[src/sv/ibc_pkg.sv]
`timescale 1ns / 1ps
// Shared types, constants and helpers of the IMU bias calibration block.
// No dependencies; every other file imports this package.
package ibc_pkg;

    localparam int SAMPLE_BITS  = 16;
    localparam int SAMPLE_SHIFT = 16 - SAMPLE_BITS;
    localparam int NUM_LANES    = 3;
    localparam int NUM_CHAN     = 7;
    localparam int DIV_STEPS    = 32;
    localparam int MEAS_STEPS   = 2;
    localparam int STEP_W       = $clog2(DIV_STEPS);

    localparam logic [1:0] CMD_MEASURE = 2'd0;
    localparam logic [1:0] CMD_CAL     = 2'd1;
    localparam logic [1:0] CMD_CLEAR   = 2'd2;

    localparam logic [1:0] STATUS_OK        = 2'd0;
    localparam logic [1:0] STATUS_PARAM_ERR = 2'd1;
    localparam logic [1:0] STATUS_READ_ERR  = 2'd2;

    localparam logic [2:0] REG_ACCEL_RANGE  = 3'd0;
    localparam logic [2:0] REG_GYRO_RANGE   = 3'd1;
    localparam logic [2:0] REG_CAL_SAMPLES  = 3'd2;
    localparam logic [2:0] REG_CAL_ENABLE   = 3'd3;
    localparam logic [2:0] REG_ACCEL_BIAS_X = 3'd4;
    localparam logic [2:0] REG_ACCEL_BIAS_Y = 3'd5;
    localparam logic [2:0] REG_ACCEL_BIAS_Z = 3'd6;

    // gains applied before the constant divisions; 100/340 reduces to 5/17
    // and 1000/66 to 500/33
    localparam logic [9:0] MG_GAIN        = 10'd1000;
    localparam logic [9:0] GYRO_GAIN_HALF = 10'd500;
    localparam logic [9:0] TEMP_GAIN      = 10'd5;
    localparam logic signed [21:0] TEMP_OFFS = 22'sd3653;

    // reciprocals: floor(m / d) == (m * ceil(2^s / d)) >> s over the operand range
    localparam logic [51:0] RECIP_17        = 52'd493448;
    localparam int          RECIP_17_SHIFT  = 23;
    localparam logic [51:0] RECIP_131       = 52'd65572020;
    localparam int          RECIP_131_SHIFT = 33;
    localparam logic [51:0] RECIP_33        = 52'd65075263;
    localparam int          RECIP_33_SHIFT  = 31;
    localparam int          GYRO_16_SHIFT   = 4;

    typedef enum logic [2:0] {
        ST_IDLE = 3'b001,
        ST_RUN  = 3'b010,
        ST_DONE = 3'b100
    } state_t;

    typedef enum logic [1:0] {
        KIND_NONE = 2'd0,
        KIND_MEAS = 2'd1,
        KIND_CAL  = 2'd2
    } kind_t;

    // Control from the sequencer to every divider lane.
    typedef struct packed {
        logic load;
        logic step;
    } lane_ctrl_t;

    function automatic logic signed [15:0] sext_sample(input logic [15:0] v);
        logic [15:0] s;
        s = v << SAMPLE_SHIFT;
        return $signed(s) >>> SAMPLE_SHIFT;
    endfunction

    // magnitude of a sample times its gain
    function automatic logic [24:0] scale_mag(input logic signed [15:0] v,
                                              input logic [9:0] k);
        logic [15:0] m;
        m = v[15] ? 16'(-v) : v;
        return 25'(m) * 25'(k);
    endfunction

    function automatic logic [20:0] gyro_quot(input logic [24:0] m,
                                              input logic [1:0] range);
        logic [20:0] q;
        case (range)
            2'd0:    q = 21'((52'(m) * RECIP_131) >> RECIP_131_SHIFT);
            2'd1,
            2'd2:    q = 21'((52'(m) * RECIP_33) >> RECIP_33_SHIFT);
            default: q = 21'(m >> GYRO_16_SHIFT);
        endcase
        return q;
    endfunction

endpackage

[src/sv/ibc_div_lane.sv]
`timescale 1ns / 1ps
// One divider lane: signed dividend over unsigned divisor, one quotient bit a step,
// truncated toward zero. Depends on ibc_pkg.
module ibc_div_lane
    import ibc_pkg::*;
(
    input  logic                clk,
    input  lane_ctrl_t          ctrl,
    input  logic signed [32:0]  dividend,
    input  logic [16:0]         divisor,
    output logic signed [31:0]  quotient
);

    logic [31:0] quot_reg;
    logic [16:0] rem_reg;
    logic [16:0] divisor_reg;
    logic        neg_reg;
    logic [32:0] mag;
    logic [17:0] trial;
    logic [18:0] diff;

    assign mag   = dividend[32] ? 33'(-dividend) : dividend;
    assign trial = {rem_reg, quot_reg[31]};
    assign diff  = {1'b0, trial} - {2'b00, divisor_reg};

    always_ff @(posedge clk)
    begin
        if (ctrl.load)
        begin
            quot_reg    <= mag[31:0];
            rem_reg     <= '0;
            divisor_reg <= divisor;
            neg_reg     <= dividend[32];
        end
        else if (ctrl.step)
        begin
            if (!diff[18])
            begin
                rem_reg  <= diff[16:0];
                quot_reg <= {quot_reg[30:0], 1'b1};
            end
            else
            begin
                rem_reg  <= trial[16:0];
                quot_reg <= {quot_reg[30:0], 1'b0};
            end
        end
    end

    assign quotient = neg_reg ? -$signed(quot_reg) : $signed(quot_reg);

endmodule

[config.mk]
export PLATFORM = sky130hd
export DESIGN_NAME = ibc_div_lane
export DESIGN_NICKNAME = d
export VERILOG_FILES = /design/src/sv/ibc_pkg.sv /design/src/sv/ibc_div_lane.sv
export SDC_FILE = /design/constraint.sdc
export NUM_CORES = 1
export LEC_CHECK = 0
export ABC_AREA = 1
export BUFFER_PORTS_ARGS = -buffer_cell sky130_fd_sc_hd__buf_2
export CORE_MARGIN = 2
export CORE_UTILIZATION = 46
export CTS_BUF_LIST = sky130_fd_sc_hd__clkbuf_8
export CTS_CLUSTER_DIAMETER = 150
export CTS_CLUSTER_SIZE = 14
export DETAILED_ROUTE_END_ITERATION = 6
export PLACE_DENSITY = 0.75
export SETUP_SLACK_MARGIN = 0.1
export SYNTH_ARGS = -nofsm -noshare
export SYNTH_HDL_FRONTEND = slang
export SYNTH_SLANG_ARGS = --single-unit
[constraint.sdc]
create_clock -name clk -period 5.2 [get_ports clk]
set_input_delay 0.78 -clock clk [delete_from_list [all_inputs] [get_ports clk]]
set_output_delay 0.78 -clock clk [all_outputs]
set_load 0.05 [all_outputs]
== After elaboration in Yosys (flattened, before gate mapping) ==
Index checks and enable logic that the tools add are counted.
Cells by class
  muxes and demuxes: 6
  $add $sub $neg: 3
  reductions and logical operators: 1
Operators with widths (count)
  $mux W32: 4
  $neg A32 Y32: 2
  $sub A18 B17 Y19: 1
  $mux W17: 1
  $reduce_bool A2 Y1: 1
  $mux W1: 1
Word-level totals
  word-level logic and storage cells: 14
  bits of input ports: 53
  register bits: 67
  output and inout port bits: 32

== Logic depth before layout (Yosys ltp) ==
Gate-level depths: netlist (run 1).
  word-level depth: 4
  mapped depth: 14
  gate-level depth less buffers: 14

== Least setup slack after synthesis (run 1) ==
No wires, ideal clock.
  kind: reg2out
  start point: register quot_reg[0]
  end point: output port quotient[12]
  buffers on the path: 0
  data required time: 4.420 ns
  arrival time: 2.030 ns
  path slack: 2.390 ns
  stages on the path, launching flop included: 8
  cells stage by stage: edfxtp_1 -> inv_1 -> ha_1 -> nand3_1 -> nor2_1 -> nand2_1 -> o31ai_1 -> xor2_1
Between the ends
  cells in the longest elaborated chain, start to end: 2
Ends and longest elaborated chain
  start, declared: line ibc_div_lane.sv:14  | logic [31:0] quot_reg;
  start signal, assigned: line ibc_div_lane.sv:30  | quot_reg <= mag[31:0];
  start signal, assigned: line ibc_div_lane.sv:40  | quot_reg <= {quot_reg[30:0], 1'b1};
  start signal, assigned: line ibc_div_lane.sv:45  | quot_reg <= {quot_reg[30:0], 1'b0};
  $neg A32 Y32: line ibc_div_lane.sv:50  | assign quotient = neg_reg ? -$signed(quot_reg) : $signed(quot_reg);
  $mux W32: line ibc_div_lane.sv:50
  end, declared: line ibc_div_lane.sv:11  | output logic signed [31:0] quotient
No other way between the ends.

== Worst setup path in the final report (run 1) ==
  start point: register neg_reg
  end point: output port quotient[8]
Between the ends
  cells in the longest elaborated chain, start to end: 1
Ends and longest elaborated chain
  start, declared: line ibc_div_lane.sv:17  | logic neg_reg;
  start signal, assigned: line ibc_div_lane.sv:33  | neg_reg <= dividend[32];
  $mux W32: line ibc_div_lane.sv:50
No other way between the ends.

==> qor.yml, run 1 <==
synth:
  synth.largest_area_cell: "edfxtp_1"
  synth_edf_count: 50
  syn_area_um2: 5640
  synth_seq_cells: 67
  async_flop_share_pct: 0
  yosysWarnings: 0
  synth_nets: 924
  synth_top_family_by_area: "simple AND/OR/NAND/NOR gates"
  synthMostInstantiatedCell: "nand2_1"
  yosys.area_share.simple_pct: 38.1
  synthTopCellsByCount: "nand2_1 (265), inv_1 (130), nand3_1 (105)"
  synth_top_area_share_pct: 26.6
  synthAdderAreaFrac_pct: 4.57
  syn_area_per_cell_um2: 6.63
  synth-compound-area-share_pct: 7.10
  synth_xor_area_share_pct: 6.84
  synth_ff_type: "edfxtp_1"
  synth_area_leaders: "edfxtp_1 (27%), nand2_1 (18%), nand3_1 (9.3%)"
  synth.distinct_cells: 39
  synthCells: 851
  synth.area.mux_share_pct: 0
  ys_seq_area_share_pct: 32.7
setup_path:
  path_class: "register to primary output"
  cp-start-kind: "register"
  cp.required_ns: 4.42
  worstSetupEndpointType: "primary output"
  path_max_fanout: 33
  critPathArrivalTime_ns: 2.44
timing:
  slew_viol_final: 0
  worst_slew_pin_slew_ns: 1.13
  hold_viol_final: 0
  period_needed_ns: 3.22
  max_freq_ghz: 0.311
  setup_violations: 0
  relSlewSlack_pct: 24.7
  fin_worst_skew_ns: 0.0133
  rsz0062_at_grt: "false"
  setup_tns_ns: 0
  timing.hold.ws_ns: 0.471
  post-route-period-util_pct: 61.9
finish:
  fillCellCount: 1270
  syn2layout_area_growth_pct: 11.8
  largest_reg_flops: 32
  drive_gt1_share_pct: 12.2
  n_antenna_cell: 0
  nNetsFinal: 1003
detailed_routing:
  wl_per_cell_um: 13.3
  postRouteAntennaNets: 0
  via_per_inst: 5.22
  firstDrtPassIters: 5
  drtIter0Drc: 402
  route.detailed.drc: 0
  totalWireLength_mm: 14.4
  vias: 5644
clock_network:
  cts_hold_buf: 0
  ctsHtreeMaxLevel: 3
  max-clock-path-buffers: 2
  post_cts_resized: 0
  cts_tree: "built"
  insertion_delay_ns: 0.36
  cts_setup_buffers: 0
  numClockSinks: 67
  clk_pin_slew_ns: 0.08
  cts-root-buf: "clkbuf_8"
  cts_made_buffers: 9
pwr:
  p_leak_uw: 0.00326
  power.density_nw_per_um2: 247
  ir_drop_v: 0.000143
grt:
  grt_pass1_vias: 5288
  grt-ovfl-total: 0
  antenna_found_initial: 0
  grt_pass1_wl_mm: 24.0
  grt.total_usage_pct: 23.1
  grt_max_degree: 37
die:
  dieArea_um2: 13200
  rows: 40
  die_h_um: 115
  die_x_um: 115
  start_util_pct: 46.9
  ios: 85
  core_area_um2: 12000
placed_design:
  portBuffers: 84
  gp_congestion: 0.887
  hpwl_mm: 10.9
outcome:
  outcome: "complete, no violations"
min_path:
  hp-class: "register to register"
job:
  cap_viol_max_count: 0
==> final cells by class <==
class	count	area, um^2	share of cell area [%]
Clock inverter	7	28.8	0.457
Multi-Input combinational cell	634	3190	50.6
Inverter	131	492	7.80
Clock buffer	9	124	1.97
Sequential cell	67	1840	29.2
Timing Repair Buffer	87	443	7.03
Tap cell	147	184	2.92
==> worst max-delay path: stages, from the launching register on <==
cell	delay (ns)
edfxtp_1	0.97
inv_1	0.37
nor2_1	0.21
xor2_1	0.23
buf_2	0.31
==> kinds of logic after synthesis <==
logic type,after synthesis
flip-flops,67
buffers and inverters,150
XOR/XNOR,44
AO/OA/AOI/OAI,74
adder cells (fa/ha/maj),20
AND/OR/NAND/NOR,496
==> routing by layer <==
layer	global-route usage, %	wire length [um]	vias up
li1	-	-	2895
met1	29.5	6310	2519
met2	38.5	6700	191
met3	3.55	876	39
met4	10.8	497	0
met5	0	0	-
==> power breakdown <==
group / internal, uW / switching, uW / total [uW] / leakage, uW
registers: 628 / 41.9 / 670 / 0.000646
logic: 141 / 386 / 528 / 0.00252
clock network: 163 / 199 / 362 / 0.0000916
==> metrics by stage <==
stage | total power (uW) | cell area [um^2] | instances | utilization, % | setup slack, ns
final | 1560 | 6300 | 1082 | 52.5 | 1.98
after global routing | 1650 | 6300 | 1082 | 52.5 | 1.84
after CTS | 1570 | 6300 | 1082 | 52.5 | 2.00
after detailed placement | 1210 | 6150 | 1066 | 51.2 | 2.38
after global placement | 1200 | 6150 | 1066 | 51.2 | 2.38
after floorplan | 1060 | 5640 | 851 | - | 2.39
==> path summary, 6_finish.rpt <==
check                   start           to  slack, ns  cells after the start
setup / recovery      neg_reg  quotient[8]       1.98                      4
hold / removal     rem_reg[6]   rem_reg[6]       0.47                      2
setup reg to reg  rem_reg[10]  quot_reg[0]       2.76                      9
hold reg to reg    rem_reg[6]   rem_reg[6]       0.47                      2
==> cells in the final DEF (no fill, tap or decap), types with 2 or more instances in the layout <==
cell / Yosys / routed
nand2_1: 265 / 265
inv_1: 130 / 133
nand3_1: 105 / 105
buf_2: 1 / 84
nor2_1: 77 / 77
edfxtp_1: 50 / 50
o21ai_0: 48 / 48
xor2_1: 33 / 33
ha_1: 19 / 19
dfxtp_1: 17 / 17
a21oi_1: 15 / 15
nor3_1: 11 / 11
nand4_1: 11 / 11
xnor2_1: 11 / 11
nand3b_1: 9 / 9
clkbuf_8: 1 / 9
nand2_2: 4 / 4
and2_1: 4 / 4
clkinv_1: 1 / 3
o211ai_1: 3 / 3
o21ai_1: 3 / 3
nand3_2: 3 / 3
buf_4: 1 / 3
nand2_4: 2 / 2
clkinv_2: 0 / 2
Note: power is estimated with default switching activity, not from simulation.
==> inputs of run 2 (changes only) <==
--- a/config.mk
+++ b/config.mk
@@ -5,7 +5,7 @@
 export SDC_FILE = /design/constraint.sdc
 export NUM_CORES = 1
 export LEC_CHECK = 0
-export ABC_AREA = 1
+export ABC_AREA = 0
 export BUFFER_PORTS_ARGS = -buffer_cell sky130_fd_sc_hd__buf_2
 export CORE_MARGIN = 2
 export CORE_UTILIZATION = 46
@@ -13,7 +13,7 @@
 export CTS_CLUSTER_DIAMETER = 150
 export CTS_CLUSTER_SIZE = 14
 export DETAILED_ROUTE_END_ITERATION = 6
-export PLACE_DENSITY = 0.75
+export PLACE_DENSITY = 0.78
 export SETUP_SLACK_MARGIN = 0.1
 export SYNTH_ARGS = -nofsm -noshare
 export SYNTH_HDL_FRONTEND = slang
==> constraint.sdc (replaced) <==
create_clock -name clk -period 2.7 [get_ports clk]
set_input_delay 0.405 -clock clk [delete_from_list [all_inputs] [get_ports clk]]
set_output_delay 0.405 -clock clk [all_outputs]
set_load 0.05 [all_outputs]
==> run 2 against run 1 <==
  * The run now ends with negative setup slack left
  * Total power grew 130%
  * First-iteration DRC count shrank 14%
  * Sequential power grew 94%
  * Wire length shrank 5.5%
  * Worst hold slack lost 0.24 ns
  * Critical endpoint is now quotient[20]
==> qor.yml, run 2 <==
outcome:
  outcome: "complete, but fails checks"
  violations: "negative setup slack"
detailed_routing:
  route.detailed.drc: 0
  vias: 4539
  postRouteAntennaNets: 0
  wl_per_cell_um: 17.2
  totalWireLength_mm: 13.6
  via_per_inst: 5.73
  drtIter0Drc: 346
  firstDrtPassIters: 5
synth:
  synth_ff_type: "edfxtp_1"
  synthCells: 513
  synthTopCellsByCount: "nor2_1 (52), edfxtp_1 (50), a21oi_1 (38), xnor2_1 (38)"
  yosys.area_share.simple_pct: 16.7
  synth_seq_cells: 67
  synth_top_area_share_pct: 31.0
  synth.largest_area_cell: "edfxtp_1"
  async_flop_share_pct: 0
  synth_top_family_by_area: "compound AO/OA/AOI/OAI gates"
  synthAdderAreaFrac_pct: 5.32
  synth.area.mux_share_pct: 2.97
  synth-compound-area-share_pct: 19.9
  ys_seq_area_share_pct: 38.0
  yosysWarnings: 0
  synth_area_leaders: "edfxtp_1 (31%), dfxtp_1 (7.0%), xnor2_1 (6.9%)"
  synthMostInstantiatedCell: "nor2_1"
  syn_area_um2: 4840
  synth_nets: 586
  synth_xor_area_share_pct: 13.0
  syn_area_per_cell_um2: 9.44
  synth.distinct_cells: 68
  synth_edf_count: 50
setup_path:
  worstSetupEndpointType: "primary output"
  critPathSlowestCell: "or3b_4"
  cp-start-kind: "register"
  cp_cell_sequence: "or3_4 -> or3b_4 -> buf_4 -> buf_6 -> nand2b_4 -> nand2b_4 -> o41ai_2 -> buf_4 -> xnor2_2 -> buf_6"
  path_max_fanout: 3
  cp_slowest_stage_delay_ns: 0.43
  path_class: "register to primary output"
  critPathArrivalTime_ns: 2.84
  cp.required_ns: 2.30
timing:
  hold_viol_final: 0
  fin_worst_skew_ns: 0.00634
  period_needed_ns: 3.24
  setup_tns_ns: -6.70
  layout_setup_ws_ns: -0.544
  timing.hold.ws_ns: 0.228
  slew_viol_final: 0
  relSlewSlack_pct: 56.4
  worst_slew_pin_slew_ns: 0.652
  rsz0062_at_grt: "true"
  post-route-period-util_pct: 120
  setup_violations: 20
  max_freq_ghz: 0.308
placed_design:
  portBuffers: 84
  gp_congestion: 0.935
  hpwl_mm: 9.45
  placed_cells: 757
  place_ws_ns: -0.235
clock_network:
  clk_pin_slew_ns: 0.08
  insertion_delay_ns: 0.35
  max-clock-path-buffers: 2
  cts_tree: "built"
  cts-root-buf: "clkbuf_8"
  cts_hold_buf: 0
  ctsHtreeMaxLevel: 3
  cts_made_buffers: 9
  numClockSinks: 67
finish:
  final_common_cell: "buf_4"
  fillCellCount: 773
  ff_latch_area_um2: 1840
  mostFrequentLayoutCells: "buf_4 (70), buf_2 (58), nor2_1 (52), edfxtp_1 (50), a21oi_1 (37)"
  stdcell_count: 792
  largest_reg_flops: 32
  nNetsFinal: 724
  n_antenna_cell: 0
  multi_input_area_um2: 3270
  syn2layout_area_growth_pct: 37.7
  drive_gt1_share_pct: 36.9
die:
  rows: 37
  die_h_um: 107
  dieArea_um2: 11400
  ios: 85
  core_area_um2: 10300
  start_util_pct: 47.1
  die_x_um: 107
pwr:
  pwr-share-comb_pct: 41.0
  p_int_uw: 2250
  power.density_nw_per_um2: 546
  ir_drop_v: 0.000360
  switching_share_pct: 38.1
  p_switching_uw: 1390
  pwr-share-seq_pct: 35.8
  p_leak_uw: 0.00280
  p_total_uw: 3640
  pwr-share-clk_pct: 23.2
grt:
  grt.total_usage_pct: 22.8
  use_met2_pct: 40.1
  antenna_found_initial: 0
  grt_pass1_wl_mm: 20.6
  gr-usage-met3_pct: 4.62
  top_usage_layer: "met2"
  grt_use_met1_pct: 28.0
  grt-ovfl-total: 0
  grt_pass1_vias: 4306
  grt_max_degree: 41
min_path:
  hp-class: "input port to register"
job:
  cap_viol_max_count: 0
==> run 2: kinds of logic (layout without fill, tap and decap cells) <==
kind of cell    count (synthesis)  in the layout
simple gates                  149            149
mux                            14             14
buf+inv                        50            193
flops                          67             67
xor+xnor                       72             72
fa+ha+maj                      20             20
compound gates                141            141
==> run 2: timing repair <==
action	in CTS	in global routing
setup endpoints to repair	38	43
resized for setup	73	55
setup buffers	8	10
gates cloned	1	0
pin swaps	14	29
==> run 2: final cells by class <==
| type | instances | share of cell area [%] |
|---|---|---|
| multi-input combinational | 396 | 49.1 |
| tap | 136 | 2.55 |
| inverter | 27 | 1.52 |
| sequential | 67 | 27.6 |
| clock buffer | 10 | 2.06 |
| clock inverter | 6 | 0.882 |
| timing repair buffer | 150 | 16.3 |
==> run 2: critical path: cells and delay by family (launching register included) <==
family | cells | cell delay (ns)
xor gates and xnor gates | 1 | 0.10
DFF | 1 | 0.42
AOI/OAI and AO/OA | 1 | 0.24
and+or+nand+nor | 4 | 1.13
buffers and inverters | 4 | 0.60
==> run 2: per-layer routing <==
metal,part of all wire (%),vias up
met1,41,2159
met5,0,-
li1,-,2171
met2,51,176
met4,2.6,0
met3,5.2,33
==> run 2: power groups by stage <==
stage | Clock (uW) | Combinational, uW | Sequential, uW
after CTS | 852 | 1390 | 1300
after floorplan | 0 | 881 | 1330
after global routing | 897 | 1580 | 1310
after detailed placement | 0 | 1270 | 1320
final | 843 | 1490 | 1300
after global placement | 0 | 1240 | 1310
==> run 2: worst paths after layout <==
path	startpoint	to	cells past startpoint	slack, ns
setup / recovery	quot_reg[3]	quotient[20]	10	-0.54
hold / removal	divisor[3]	divisor_reg[3]	1	0.23
setup reg to reg	quot_reg[31]	rem_reg[7]	12	0.02
hold reg to reg	rem_reg[2]	rem_reg[2]	2	0.50
==> run 2: per-stage QoR <==
| step | utilization (%) | cell area [um^2] |
|---|---|---|
| global placement | 56.4 | 5800 |
| detailed placement | 56.4 | 5800 |
| global route | 64.9 | 6670 |
| floorplan | - | 4950 |
| CTS | 61.6 | 6330 |
| finish | 64.9 | 6670 |
